### src/rtl/assert_macros.svh
`ifndef ASSERT_MACROS_SVH
`define ASSERT_MACROS_SVH
// implication checked every clock outside reset
`define ASSERT_IMP(label, a, c) \
    label: assert property (@(posedge clk) disable iff (!rst_n) (a) |-> (c)) \
        else $error("assertion failed");
// next-cycle implication
`define ASSERT_NXT(label, a, c) \
    label: assert property (@(posedge clk) disable iff (!rst_n) (a) |=> (c)) \
        else $error("assertion failed");
`endif

### src/rtl/pbsq_pkg.sv
package pbsq_pkg;
    localparam int CFG_IDX_W = 2;
    localparam int CFG_DATA_W = 18;
    localparam logic [CFG_IDX_W-1:0] REG_SAMPLE_RATE = 2'd0;
    localparam logic [CFG_IDX_W-1:0] REG_RAMP_MS = 2'd1;
    localparam logic [CFG_IDX_W-1:0] REG_AMPLITUDE = 2'd2;

    typedef struct packed {
        logic [15:0] divisor;
        logic gate_on;
        logic last_frame;
    } in_item_t;

    typedef struct packed {
        logic signed [15:0] left_sample;
        logic signed [15:0] right_sample;
        logic last_out;
    } out_item_t;
endpackage

### src/rtl/polyblep_square_tone_with_gate_ramp.sv
// a request runs through five serial divisions of 49 quotient bits each
// (one shared divider, one bit per cycle) and a shift-add multiply
// one request at a time: the next request is taken the cycle after the result
// register loads, a held result stalls the block
// reset: phase and gain cleared, registers to 44100 / 5 / 8000
`include "assert_macros.svh"
module polyblep_square_tone_with_gate_ramp import pbsq_pkg::*; #(
    parameter int TIMER_CLOCK_HZ = 1193182
) (
    input  logic                  clk,
    input  logic                  rst_n,
    input  logic                  in_valid,
    output logic                  in_ready,
    input  in_item_t              in_data,
    output logic                  out_valid,
    input  logic                  out_ready,
    output out_item_t             out_data,
    input  logic                  cfg_we,
    input  logic [CFG_IDX_W-1:0]  cfg_idx,
    input  logic [CFG_DATA_W-1:0] cfg_data
);
    localparam int DIVW = 49;

    typedef enum logic [2:0] {
        S_IDLE, S_FREQ, S_DT, S_SLEW, S_U1, S_U2, S_MUL, S_OUT
    } state_t;

    state_t state_reg;
    logic [17:0] sample_rate_reg;
    logic [6:0]  ramp_ms_reg;
    logic [14:0] amplitude_reg;
    logic [31:0] phase_reg;
    logic [16:0] gain_reg;
    in_item_t    item_reg;
    logic [31:0] dt_reg;
    logic        below_reg;
    logic        active_reg;
    logic signed [18:0] v_reg;
    logic [47:0] prod_reg;
    logic [5:0]  mcnt_reg;
    logic [35:0] mplr_reg;
    logic        neg_reg;
    logic        ovalid_reg;
    out_item_t   odata_reg;

    logic              dv_start;
    logic [DIVW-1:0]   dv_num, dv_den, dv_quo;
    logic              dv_done;
    pbsq_divider #(.NW(DIVW), .DW(DIVW), .QW(DIVW)) u_div (
        .clk(clk), .rst_n(rst_n), .start(dv_start), .num(dv_num), .den(dv_den),
        .done(dv_done), .quo(dv_quo)
    );

    // blep distances
    logic [31:0] half_ph;
    logic        e1_lo, e1_hi, e2_lo, e2_hi;
    logic [32:0] one_m_dt;
    assign half_ph  = phase_reg + 32'h8000_0000;
    assign one_m_dt = 33'h1_0000_0000 - {1'b0, dt_reg};
    assign e1_lo = phase_reg < dt_reg;
    assign e1_hi = !e1_lo && ({1'b0, phase_reg} > one_m_dt);
    assign e2_lo = half_ph < dt_reg;
    assign e2_hi = !e2_lo && ({1'b0, half_ph} > one_m_dt);

    logic [31:0] x1, x2;
    assign x1 = e1_lo ? phase_reg : 32'(33'h1_0000_0000 - {1'b0, phase_reg});
    assign x2 = e2_lo ? half_ph : 32'(33'h1_0000_0000 - {1'b0, half_ph});

    // u in Q16 from the divider: floor(x*2^16/dt), x<dt; guard x>=dt
    function automatic logic signed [18:0] blep_f(input logic lo, input logic hi,
                                                  input logic [16:0] u);
        logic [33:0] sq;
        logic signed [19:0] r;
        sq = u * u;
        r = 20'sd0;
        if (lo)
            r = $signed({2'b0, u, 1'b0}) - $signed({2'b0, sq[33:16]}) - 20'sd65536;
        else if (hi)
            r = $signed({2'b0, sq[33:16]}) - $signed({2'b0, u, 1'b0}) + 20'sd65536;
        return r[18:0];
    endfunction

    logic [16:0] u_q;
    logic [20:0] freq_w;
    logic [16:0] slew_w, gain_next;
    logic [DIVW-1:0] slew_q;
    assign u_q    = dv_quo[16:0];
    assign slew_q = dv_quo;
    assign slew_w = (slew_q == '0) ? 17'd1 :
                    (slew_q > DIVW'(65536)) ? 17'd65536 : slew_q[16:0];
    logic [16:0] tgt;
    assign tgt = (item_reg.gate_on && below_reg) ? 17'd65536 : 17'd0;
    always_comb
    begin
        gain_next = gain_reg;
        if (gain_reg < tgt)
            gain_next = (tgt - gain_reg > slew_w) ? gain_reg + slew_w : tgt;
        else if (gain_reg > tgt)
            gain_next = (gain_reg - tgt > slew_w) ? gain_reg - slew_w : tgt;
    end

    logic [16:0] dsor;
    assign dsor = (in_data.divisor == 16'd0) ? 17'h10000 : {1'b0, in_data.divisor};
    assign freq_w = dv_quo[20:0];

    logic [24:0] srr;
    assign srr = sample_rate_reg * ramp_ms_reg;

    always_comb
    begin
        dv_start = 1'b0;
        dv_num = '0;
        dv_den = DIVW'(1);
        unique case (state_reg)
            S_IDLE:
            begin
                dv_start = in_valid;
                dv_num = DIVW'(TIMER_CLOCK_HZ);
                dv_den = DIVW'(dsor);
            end
            S_FREQ:
            begin
                dv_start = dv_done;
                dv_num = DIVW'(freq_w) << 32;
                dv_den = DIVW'(sample_rate_reg);
            end
            S_DT:
            begin
                dv_start = dv_done;
                dv_num = DIVW'(65536000);
                dv_den = (srr == 25'd0) ? DIVW'(1) : DIVW'(srr);
            end
            S_SLEW:
            begin
                dv_start = dv_done;
                dv_num = DIVW'(x1) << 16;
                dv_den = (dt_reg == 32'd0) ? DIVW'(1) : DIVW'(dt_reg);
            end
            S_U1:
            begin
                dv_start = dv_done;
                dv_num = DIVW'(x2) << 16;
                dv_den = (dt_reg == 32'd0) ? DIVW'(1) : DIVW'(dt_reg);
            end
            default: ;
        endcase
    end

    assign in_ready  = (state_reg == S_IDLE);
    assign out_valid = ovalid_reg;
    assign out_data  = odata_reg;

    logic [17:0] vmag;
    assign vmag = v_reg[18] ? 18'(-v_reg) : 18'(v_reg);

    logic [15:0] sat;
    logic [47:0] pr;
    assign pr = prod_reg >> 32;
    always_comb
    begin
        if (!active_reg)
            sat = 16'd0;
        else if (neg_reg)
            sat = (pr > 48'd32768) ? 16'h8000 : 16'(-pr[16:0]);
        else
            sat = (pr > 48'd32767) ? 16'h7FFF : pr[15:0];
    end

    always_ff @(posedge clk or negedge rst_n)
    begin
        if (!rst_n)
        begin
            state_reg       <= S_IDLE;
            sample_rate_reg <= 18'd44100;
            ramp_ms_reg     <= 7'd5;
            amplitude_reg   <= 15'd8000;
            phase_reg       <= '0;
            gain_reg        <= '0;
            ovalid_reg      <= 1'b0;
        end
        else
        begin
            if (cfg_we)
            begin
                unique case (cfg_idx)
                    REG_SAMPLE_RATE: sample_rate_reg <= cfg_data;
                    REG_RAMP_MS:     ramp_ms_reg <= cfg_data[6:0];
                    REG_AMPLITUDE:   amplitude_reg <= cfg_data[14:0];
                    default: ;
                endcase
            end
            if (state_reg == S_OUT && (!ovalid_reg || out_ready))
                ovalid_reg <= 1'b1;
            else if (ovalid_reg && out_ready)
                ovalid_reg <= 1'b0;
            unique case (state_reg)
                S_IDLE:
                    if (in_valid)
                    begin
                        item_reg  <= in_data;
                        state_reg <= S_FREQ;
                    end
                S_FREQ:
                    if (dv_done)
                    begin
                        below_reg <= (sample_rate_reg != 18'd0) &&
                                     ({freq_w, 1'b0} < 22'(sample_rate_reg));
                        state_reg <= S_DT;
                    end
                S_DT:
                    if (dv_done)
                    begin
                        dt_reg    <= below_reg ? dv_quo[31:0] : 32'd0;
                        state_reg <= S_SLEW;
                    end
                S_SLEW:
                    if (dv_done)
                    begin
                        gain_reg  <= (srr == 25'd0) ? ((gain_reg != tgt) ? tgt : gain_reg)
                                                    : gain_next;
                        state_reg <= S_U1;
                    end
                S_U1:
                    if (dv_done)
                    begin
                        v_reg <= (phase_reg[31] ? -19'sd65536 : 19'sd65536) +
                                 blep_f(e1_lo, e1_hi, u_q);
                        active_reg <= (gain_reg != 17'd0) && below_reg && (dt_reg != 32'd0);
                        state_reg <= S_U2;
                    end
                S_U2:
                    if (dv_done)
                    begin
                        v_reg     <= v_reg - blep_f(e2_lo, e2_hi, u_q);
                        state_reg <= S_MUL;
                        mcnt_reg  <= 6'd32;
                        prod_reg  <= '0;
                        mplr_reg  <= 36'(gain_reg) * 36'(amplitude_reg) ;
                    end
                S_MUL:
                begin
                    // shift-add: one multiplier bit per cycle
                    if (mcnt_reg == 6'd32)
                        neg_reg <= v_reg[18];
                    if (mplr_reg[0])
                        prod_reg <= prod_reg + (48'(vmag) << (6'd32 - mcnt_reg));
                    mplr_reg <= mplr_reg >> 1;
                    mcnt_reg <= mcnt_reg - 6'd1;
                    if (mcnt_reg == 6'd1)
                    begin
                        state_reg <= S_OUT;
                        if (active_reg)
                            phase_reg <= phase_reg + dt_reg;
                    end
                end
                S_OUT:
                    if (!ovalid_reg || out_ready)
                    begin
                        odata_reg.left_sample  <= sat;
                        odata_reg.right_sample <= sat;
                        odata_reg.last_out     <= item_reg.last_frame;
                        state_reg <= S_IDLE;
                    end
                default: state_reg <= S_IDLE;
            endcase
        end
    end

    `ASSERT_IMP(a_lr_equal, out_valid, out_data.left_sample == out_data.right_sample)
    `ASSERT_IMP(a_gain_range, 1'b1, gain_reg <= 17'd65536)
    `ASSERT_NXT(a_phase_hold, (state_reg != S_MUL) && !(in_valid && in_ready) &&
                state_reg == S_IDLE, $stable(phase_reg))
endmodule

### src/rtl/pbsq_divider.sv
module pbsq_divider import pbsq_pkg::*; #(
    parameter int NW = 48,
    parameter int DW = 48,
    parameter int QW = 48
) (
    input  logic          clk,
    input  logic          rst_n,
    input  logic          start,
    input  logic [NW-1:0] num,
    input  logic [DW-1:0] den,
    output logic          done,
    output logic [QW-1:0] quo
);
    // restoring division, one quotient bit per cycle
    localparam int CW = $clog2(QW + 1);
    localparam int RW = DW + 1;
    logic          busy_reg;
    logic          done_reg;
    logic [CW-1:0] cnt_reg;
    logic [NW-1:0] n_reg;
    logic [RW-1:0] r_reg;
    logic [DW-1:0] d_reg;
    logic [QW-1:0] q_reg;
    logic [RW-1:0] sh;
    logic          ge;

    assign sh = {r_reg[RW-2:0], n_reg[NW-1]};
    assign ge = sh >= {1'b0, d_reg};
    assign quo = q_reg;
    assign done = done_reg;

    always_ff @(posedge clk or negedge rst_n)
    begin
        if (!rst_n)
        begin
            busy_reg <= 1'b0;
            done_reg <= 1'b0;
            cnt_reg  <= '0;
        end
        else
        begin
            done_reg <= busy_reg && (cnt_reg == CW'(1)) && !start;
            if (start)
            begin
                busy_reg <= 1'b1;
                cnt_reg  <= CW'(QW);
                n_reg    <= num << (NW - QW);
                r_reg    <= '0;
                d_reg    <= den;
                q_reg    <= '0;
            end
            else if (busy_reg)
            begin
                n_reg   <= n_reg << 1;
                r_reg   <= ge ? sh - {1'b0, d_reg} : sh;
                q_reg   <= {q_reg[QW-2:0], ge};
                cnt_reg <= cnt_reg - CW'(1);
                if (cnt_reg == CW'(1))
                    busy_reg <= 1'b0;
            end
        end
    end
endmodule
### config.mk
export PLATFORM = sky130hd
export DESIGN_NAME = polyblep_square_tone_with_gate_ramp
export DESIGN_NICKNAME = d
export VERILOG_FILES = /design/src/rtl/pbsq_pkg.sv /design/src/rtl/polyblep_square_tone_with_gate_ramp.sv /design/src/rtl/pbsq_divider.sv
export VERILOG_INCLUDE_DIRS = /design/src /design/src/rtl
export SDC_FILE = /design/constraint.sdc
export NUM_CORES = 2
export LEC_CHECK = 0
export BUFFER_PORTS_ARGS = -buffer_cell sky130_fd_sc_hd__buf_4
export CAP_MARGIN = 20
export CELL_PAD_IN_SITES_DETAIL_PLACEMENT = 1
export CELL_PAD_IN_SITES_GLOBAL_PLACEMENT = 2
export CORE_MARGIN = 2
export CORE_UTILIZATION = 30
export DETAILED_ROUTE_END_ITERATION = 16
export GPL_TIMING_DRIVEN = 0
export PLACE_DENSITY = 0.69
export SYNTH_ARGS = -nofsm -noshare
export SYNTH_HDL_FRONTEND = slang
export SYNTH_SLANG_ARGS = --single-unit
### constraint.sdc
create_clock -name clk -period 14.1 [get_ports clk]
set_clock_uncertainty 0.15 [all_clocks]
set_input_delay 1.41 -clock clk [delete_from_list [all_inputs] [get_ports clk]]
set_output_delay 1.41 -clock clk [all_outputs]
set_load 0.03 [all_outputs]
==> results_dict.tcl <==
set metrics [dict create \
    initial_utilization 0.3017 \
    dr_total_vias 45910 \
    worstHoldPathCells 0 \
    critical_path.max_fanout 10 \
    ys_seq_area_frac 0.2323 \
    cp.arrival_ps 13830 \
    grtUsageMet2 0.3668 \
    avgViaCountPerCell 5.233 \
    drc 0 \
    insertion_delay_ps 710 \
    setup_viol 0 \
    synth_nets 7296 \
    max_cap_viol_count 0 \
    fin_crit_ps 13540 \
    min_to "out_data[0]" \
    postCtsHoldBufs 0 \
    drive_above_1_share 0.04906 \
    max_freq_ghz 0.07386 \
    tritoncts "done" \
    port_buffers 77 \
    timing.critical_path.slowest_stage_cell "clkdlybuf4s15_1" \
    routed_wirelength_um 201300 \
    dieArea_mm2 0.1852 \
    netlist_top_cells_area "edfxtp_1 19%, fa_1 17%, ha_1 13%" \
    synth_ff_type "edfxtp_1" \
    max-slew-margin-rel 0.1214 \
    grt_util_all_layers 0.2159 \
    mostFrequentLayoutCells "754 x inv_1, 672 x nand2_1, 583 x ha_1" \
    dp_hpwl_um 163000 \
    numCtsBuffers 57 \
    nets 7447 \
    ant_nets 0 \
    ys_ff_latch 438 \
    globalRoute.busiestLayer "met2" \
    hp-start "item_reg[0]" \
    status "completed" \
    drv_slew 0 \
    die-height_um 430.3 \
    final_common_cell "inv_1" \
    met3_usage 0.01809 \
    final_hold_viol_count 0 \
    period_share 0.9603 \
    grt_max_degree 97 \
    syn_area_per_cell_um2 8.794 \
    tightestPinTransition_ps 1318 \
    dieWidth_um 430.3 \
    drtIter0Drc 2676 \
    grt_pass1_vias 48260 \
    clk_path_buf_depth 3 \
    r2r-end "v_reg[18]" \
    dr.pass1.iters 8 \
    r2r_setup_slack_ps 560 \
    place_congestion 0.8723 \
    critPathLaunch "u_div.quo[2]" \
    cp-end-kind "register" \
    htree_levels 2 \
    grt_overflow_total 0 \
    synthToLayoutAreaGrowth_pct 10.53 \
    r2r_start "u_div.quo[2]" \
    synth_top_area_frac 0.1856 \
    async_flop_share 0.2306 \
    synthCells 6200 \
    crit_required_ps 14390 \
    yosys_warnings 0 \
    post_drt_wl_per_cell_um 22.95 \
    clk_pin_slew_ps 60 \
    critical_path.max_stage_delay_ps 770 \
    synth_top_cell_by_area "edfxtp_1" \
    hold_class "reg2reg" \
    cts_sinks 438 \
    r2r_cells 42 \
    rsz0062_at_grt "false" \
    core_area_mm2 0.1807 \
    crit_type "reg2reg" \
    final_util 0.3334 \
    synth_cell_types 90 \
    rows 156 \
    syn_area_mm2 0.05452 \
    crit_top_cell "fa_1" \
    antenna_found_initial 9 \
    grt_pass1_wl_um 307300 \
    synth_edf_count 337 \
    root_buffer "clkbuf_16" \
    fin_setup_tns_ps 0 \
    gr-usage-met1 0.2965 \
    pin_count 78 \
    crit_path_start_kind "register" \
]
==> worst max-delay path: cells and delay by family (launching register included) <==
kind | cells | cell delay (ps)
flops | 1 | 580
buf+inv | 5 | 1570
xor+xnor | 3 | 580
compound gates | 16 | 4310
simple gates | 8 | 1550
fa+ha+maj | 10 | 4550
==> through the flow <==
| stage | hold WS (ps) | instance area [µm²] | instances | worst slack (ps) |
|---|---|---|---|---|
| 6_report | 269.9 | 60270 | 8773 | 560.1 |
| 5_1_grt | 279.7 | 60260 | 8771 | 2.840 |
| 3_3_place_gp | 256.7 | 58070 | 8647 | 416.0 |
| 2_1_floorplan | 250.3 | 54520 | 6200 | 3121 |
| 4_1_cts | 270.3 | 60220 | 8768 | 331.5 |
| 3_5_place_dp | 256.3 | 58360 | 8660 | 484.8 |
==> worst max path at each step <==
stage	endpoint	slack [ps]	cells past startpoint
after CTS	v_reg[18]	330	43
after detailed placement	v_reg[18]	480	43
after global placement	v_reg[18]	420	43
final	v_reg[18]	560	42
after floorplan	v_reg[18]	3120	44
after global routing	v_reg[18]	3	44
==> cell families after synthesis <==
logic type / Yosys count / synth area share
DFF: 438 / 0.2323
xor gates and xnor gates: 306 / 0.04915
muxes: 113 / 0.02159
adders and majority gates: 1056 / 0.3069
and+or+nand+nor: 1922 / 0.1625
buffers and inverters: 1068 / 0.07518
AOI/OAI and AO/OA: 1297 / 0.1524
==> cells in the mapped netlist (13+ instances only) <==
| cell | n |
|---|---|
| a211oi_1 | 52 |
| a21boi_0 | 14 |
| a21o_1 | 97 |
| a21oi_1 | 405 |
| a221o_1 | 18 |
| a221oi_1 | 40 |
| a222oi_1 | 13 |
| a22o_1 | 16 |
| a22oi_1 | 30 |
| a311oi_1 | 14 |
| a31oi_1 | 37 |
| and2_1 | 178 |
| and3_1 | 42 |
| buf_1 | 16 |
| buf_4 | 17 |
| clkbuf_1 | 260 |
| dfrtp_1 | 87 |
| dfstp_2 | 14 |
| edfxtp_1 | 337 |
| fa_1 | 470 |
| ha_1 | 583 |
| inv_1 | 754 |
| mux2_2 | 37 |
| mux2i_1 | 76 |
| nand2_1 | 672 |
| nand2b_1 | 50 |
| nand3_1 | 73 |
| nand4_1 | 37 |
| nor2_1 | 545 |
| nor2b_1 | 57 |
| nor3_1 | 101 |
| nor4_1 | 58 |
| o211ai_1 | 30 |
| o21a_1 | 37 |
| o21ai_0 | 277 |
| o21ai_1 | 14 |
| o21bai_1 | 38 |
| o221ai_1 | 13 |
| o22ai_1 | 20 |
| o31ai_1 | 35 |
| or2_2 | 15 |
| or3_1 | 43 |
| or4_1 | 14 |
| xnor2_1 | 203 |
| xor2_1 | 103 |
==> area by class of cell <==
class,count,area (µm²)
fill,21270,120500
multi-input combinational,4694,37810
sequential,438,12660
tap,2370,2965
inverter,764,2872
clock buffer,70,1535
buffer,304,1249
timing repair buffer,92,837.1
clock inverter,38,326.6
antenna,3,7.507
==> per-layer routing <==
metal	wire, µm	share of wire	vias up
li1	-	-	21430
met3	6659	0.033	182
met5	13	0.000065	-
met2	95580	0.47	769
met1	93970	0.47	23530
met4	5093	0.025	2
==> timing repair <==
action	4_1_cts	5_1_grt
setup endpoints to repair	0	1
resized for setup	0	15
setup buffers	0	0
Power is left out: the tool's default activity adds up to more than one toggle a clock period on the data nets, which glitch-free logic cannot reach.
